===== src/rbsi_pkg.sv =====
// Shared types and constants for the ray / box slab intersection block.
// No dependencies; used by every module and interface in src.
package rbsi_pkg;

  localparam int unsigned Q_W     = 32;             // Q16.16 coordinate width
  localparam int unsigned FRAC_W  = 16;             // fraction bits
  localparam int unsigned THR_W   = 16;             // threshold register width
  localparam int unsigned DIFF_W  = Q_W + 1;        // bound - origin, exact
  localparam int unsigned NUM_W   = DIFF_W + FRAC_W; // |diff| << 16
  localparam int unsigned DEN_W   = Q_W;            // |dir|, up to 2^31
  localparam int unsigned DIST_W  = Q_W - 1;        // unsigned hit distance
  localparam int unsigned N_LANES = 3;              // x, y, z

  // setup + one stage per quotient bit + saturate + order
  localparam int unsigned LANE_LAT  = NUM_W + 3;
  localparam int unsigned MERGE_LAT = 2;
  localparam int unsigned PIPE_LAT  = LANE_LAT + MERGE_LAT;

  localparam logic signed [Q_W-1:0] Q_MAX = {1'b0, {(Q_W-1){1'b1}}};
  localparam logic signed [Q_W-1:0] Q_MIN = {1'b1, {(Q_W-1){1'b0}}};

  // What one axis lane reports to the merge stage
  typedef struct packed {
    logic                  par;       // axis treated as parallel
    logic                  par_miss;  // parallel and origin outside slab
    logic signed [Q_W-1:0] t0;        // entry parameter
    logic signed [Q_W-1:0] t1;        // exit parameter
  } lane_res_t;

endpackage


===== src/rbsi_merge.sv =====
// Merge stage: narrows [0, max] by every non-parallel lane, forms the result.
// Depends on rbsi_pkg.
module rbsi_merge (
  input  logic                           clk,
  input  logic                           en,
  input  rbsi_pkg::lane_res_t            lane_i [rbsi_pkg::N_LANES],
  output logic                           hit_o,
  output logic [rbsi_pkg::DIST_W-1:0]    dist_o
);
  localparam int unsigned QW = rbsi_pkg::Q_W;

  logic signed [QW-1:0] near_c, far_c;
  logic                 miss_c;

  // interval over all lanes
  always_comb begin
    near_c = '0;
    far_c  = rbsi_pkg::Q_MAX;
    miss_c = 1'b0;
    for (int i = 0; i < rbsi_pkg::N_LANES; i++) begin
      miss_c = miss_c | lane_i[i].par_miss;
      if (!lane_i[i].par) begin
        if (lane_i[i].t0 > near_c) near_c = lane_i[i].t0;
        if (lane_i[i].t1 < far_c)  far_c  = lane_i[i].t1;
      end
    end
  end

  logic signed [QW-1:0] near_r, far_r;
  logic                 miss_r;
  always_ff @(posedge clk) begin
    if (en) begin
      near_r <= near_c;
      far_r  <= far_c;
      miss_r <= miss_c;
    end
  end

  // final hit test; near is never negative
  always_ff @(posedge clk) begin
    if (en) begin
      hit_o  <= !miss_r && (near_r <= far_r);
      dist_o <= (!miss_r && (near_r <= far_r)) ? near_r[QW-2:0] : '0;
    end
  end

endmodule


===== config.mk =====
export PLATFORM = sky130hd
export DESIGN_NAME = rbsi_merge
export DESIGN_NICKNAME = d
export VERILOG_FILES = /design/src/rbsi_pkg.sv /design/src/rbsi_merge.sv
export SDC_FILE = /design/constraint.sdc
export NUM_CORES = 1
export LEC_CHECK = 0
export BUFFER_PORTS_ARGS = -buffer_cell sky130_fd_sc_hd__buf_2
export CELL_PAD_IN_SITES_DETAIL_PLACEMENT = 1
export CELL_PAD_IN_SITES_GLOBAL_PLACEMENT = 2
export CORE_MARGIN = 5
export CORE_UTILIZATION = 36
export CTS_BUF_LIST = sky130_fd_sc_hd__clkbuf_2
export CTS_CLUSTER_SIZE = 24
export DETAILED_ROUTE_END_ITERATION = 8
export PLACE_DENSITY_LB_ADDON = 0.1
export SLEW_MARGIN = 20
export SYNTH_ARGS = -nofsm -noshare
export SYNTH_HDL_FRONTEND = slang
export SYNTH_SLANG_ARGS = --single-unit
export TNS_END_PERCENT = 1

===== constraint.sdc =====
create_clock -name clk -period 11.4 [get_ports clk]
set_clock_uncertainty 0.15 [all_clocks]
set_input_delay 2.28 -clock clk [delete_from_list [all_inputs] [get_ports clk]]
set_output_delay 2.28 -clock clk [all_outputs]
set_load 0.01 [all_outputs]

==> impl_results.md <==
- Status: completed
- Root Driver: clkbuf_2
- Crit path time final: 9.58 ns
- Slowest-stage cell, CP: nor3_2
- CP startpoint kind: primary input
- Reg clk slew, reported paths: 0.29 ns
- Setup TNS: 0 ns
- Max_cap viols: 0
- Routability congestion estimate: 0.895
- Worst Setup Path Type: primary input to flip-flop
- Detail Placement HPWL: 31000 µm
- Worst Path Arrival: 9.77 ns
- Top_reg_cell synth: edfxtp_1
- Crit end category: flip-flop
- Main combinational cell family by area after synthesis: compound AO/OA/AOI/OAI gates
- Pin count of the biggest net entering global routing: 62
- Most Frequent Cell on Critical Path: nand4_1
- Placed insts: 1654
- Die W: 175 µm
- Util after Layout: 42.3%
- Xor-xnor portion of the synthesized cell area: 0%
- WP data required: 11.59 ns
- Layout cells sized above 1: 21.0%
- Slew margin rel.: 34.9%
- CTS H-tree depth: 3
- Final setup margin: 1.82 ns
- Synth Area in Adders: 20.1%
- Post-CTS Hold Buffers: 0
- Wire per inst: 22.1 µm
- Clock share of power: 14.5%
- PortBufs: 231
- Final period util: 84.0%
- Full die area: 30700 µm²
- Via density: 5.85
- Most area-consuming cells after synthesis: edfxtp_1, ha_1, o21ai_0, nand4_1, nand2_1
- Nets: 1683
- Leakage power: 4.87 nW
- Synth unique cells: 56
- Compound-Gate Fraction of Synth Area: 25.8%
- Multiplexer area fraction after synthesis: 0.229%
- DRC: 0
- Ys Warns: 0
- Initial DRC count: 551
- Drt first pass iters: 7
- Placement Rows: 60
- Fmax: 0.104 GHz
- Yosys reg bits: 97
- Cell Area, Placed: 11200 µm²
- Area delta synth->final: 15.9%
- Cell taking the most area after synthesis: edfxtp_1
- Initial antenna violation count: 6
- Switching power: 0.502 mW
- Pint: 0.742 mW
- Peak VDD IR: 37.6 µV
- Switching Share: 40.4%
- Fin cells: 1674
- Mapped Cells: 1144
- Pre-CTS WS: 1.14 ns
- Final hold vios: 0
- Number of setup violations in the final report: 0
- Pwr per Cell Area: 109 nW/µm²
- Post-DRT Antenna Nets: 0
- Chip Height: 175 µm
- Flop pwr share: 40.8%
- Synth Area in Simple Gates: 19.3%
- Core ar.: 27000 µm²
- Sink Count: 97
- Worst-margin pin slew: 0.977 ns
- Via count of the routed design: 9796
- Post-CTS Setup Inserts: 0
- CTS max path bufs: 2
- GRT Util Overall: 23.2%
- Mean cell area of the mapped netlist: 8.59 µm²
- Post-route cell area: 11400 µm²
- CP max FO: 32
- CP peak stage delay: 0.71 ns
- First-pass GRT wire length: 56100 µm
- # IOs: 232
- Congestion Overflow GR: 0
- Synthesized area: 9830 µm²
- Num CTS Buffers: 9
- RSZ-0062 raised after global routing: false
- FFs w/ async S/R, synth: 0%
- Sequential fraction of the synthesis area: 29.6%
- Starting density of the core: 36.5%
- Top-count cell post-synth: ha_1
- Clk_lat worst skew: 0.62 ns
- Top cell types by occurrence after synthesis: ha_1, nand2_1, o21ai_0
- CTS tree: built
- Max Slew Vio Count: 0
- Post-synth EDFFs: 97
- Vias in the first global route: 9858
- Combinational share of power: 44.7%
- Synth top area share: 29.6%
- Hold Path Class: flip-flop to flip-flop
- Post-Syn Nets: 1502
- Drt total wl: 37100 µm
- Cts repair resizes: 0
final timing paths:
kind | from | to | slack, ns | depth (start not counted)
max | lane_i[187] | near_r[11] | 1.82 | 29
min | near_r[24] | dist_o[24] | 0.50 | 1
min reg2reg | near_r[24] | dist_o[24] | 0.50 | 1
max reg2reg | near_r[1] | dist_o[16] | 7.91 | 10
power by group through the flow:
stage | sequential [mW] | clock, mW | combinational, mW
floorplan | 0.503 | 0 | 0.340
global placement | 0.516 | 0 | 0.538
detailed placement | 0.517 | 0 | 0.553
CTS | 0.508 | 0.184 | 0.556
finish | 0.507 | 0.181 | 0.556
global route | 0.512 | 0.199 | 0.621
worst max-delay path: cells and delay by family:
kind | cells | cell delay (ns)
AOI/OAI and AO/OA | 7 | 1.77
adders and majority gates | 2 | 0.60
buffers and inverters | 4 | 1.12
and+or+nand+nor | 16 | 4.00
stage by stage:
stage	total power, mW	hold slack [ns]
floorplan	0.843	0.399
global placement	1.05	0.443
detailed placement	1.07	0.446
CTS	1.25	0.505
global route	1.33	0.512
finish	1.24	0.498
cells by family after synthesis:
group | after synthesis
mux | 2
simple gates | 371
compound gates | 399
flops | 97
other cells | 1
fa+ha+maj | 158
buf+inv | 116
state kept, by name (all words and copies together), names as in the netlist:
name    cells
dist_o     31
far_r      32
hit_o       1
miss_r      1
near_r     32
final cells by class:
class | instances | area, µm²
Inverter | 39 | 146
Timing Repair Buffer | 247 | 1300
Sequential cell | 97 | 2910
Antenna cell | 3 | 7.51
Clock inverter | 6 | 71.3
Tap cell | 341 | 427
Clock buffer | 10 | 50.0
Fill cell | 3305 | 15600
Multi-Input combinational cell | 931 | 6480
cell usage in the layout (no fill, tap or decap), drive strengths merged, types with 13 or more instances in the layout:
master,n
nand4,74
a21boi,32
o21ai,118
and2,32
o21a,15
nor2,52
a31oi,38
buf,247
inv,42
nand2,121
a41oi,31
ha,158
a21oi,75
edfxtp,97
nor2b,13
a21o,34
o31ai,32
or3,34
per-layer routing:
layer | vias up | share of wire, % | GRT usage [%]
met5 | - | 0.062 | 0
met1 | 4717 | 50 | 34.3
met4 | 4 | 1.9 | 5.30
met2 | 246 | 44 | 35.7
met3 | 41 | 4.9 | 3.70
li1 | 4788 | - | -
(Power assumes the default switching activity.)
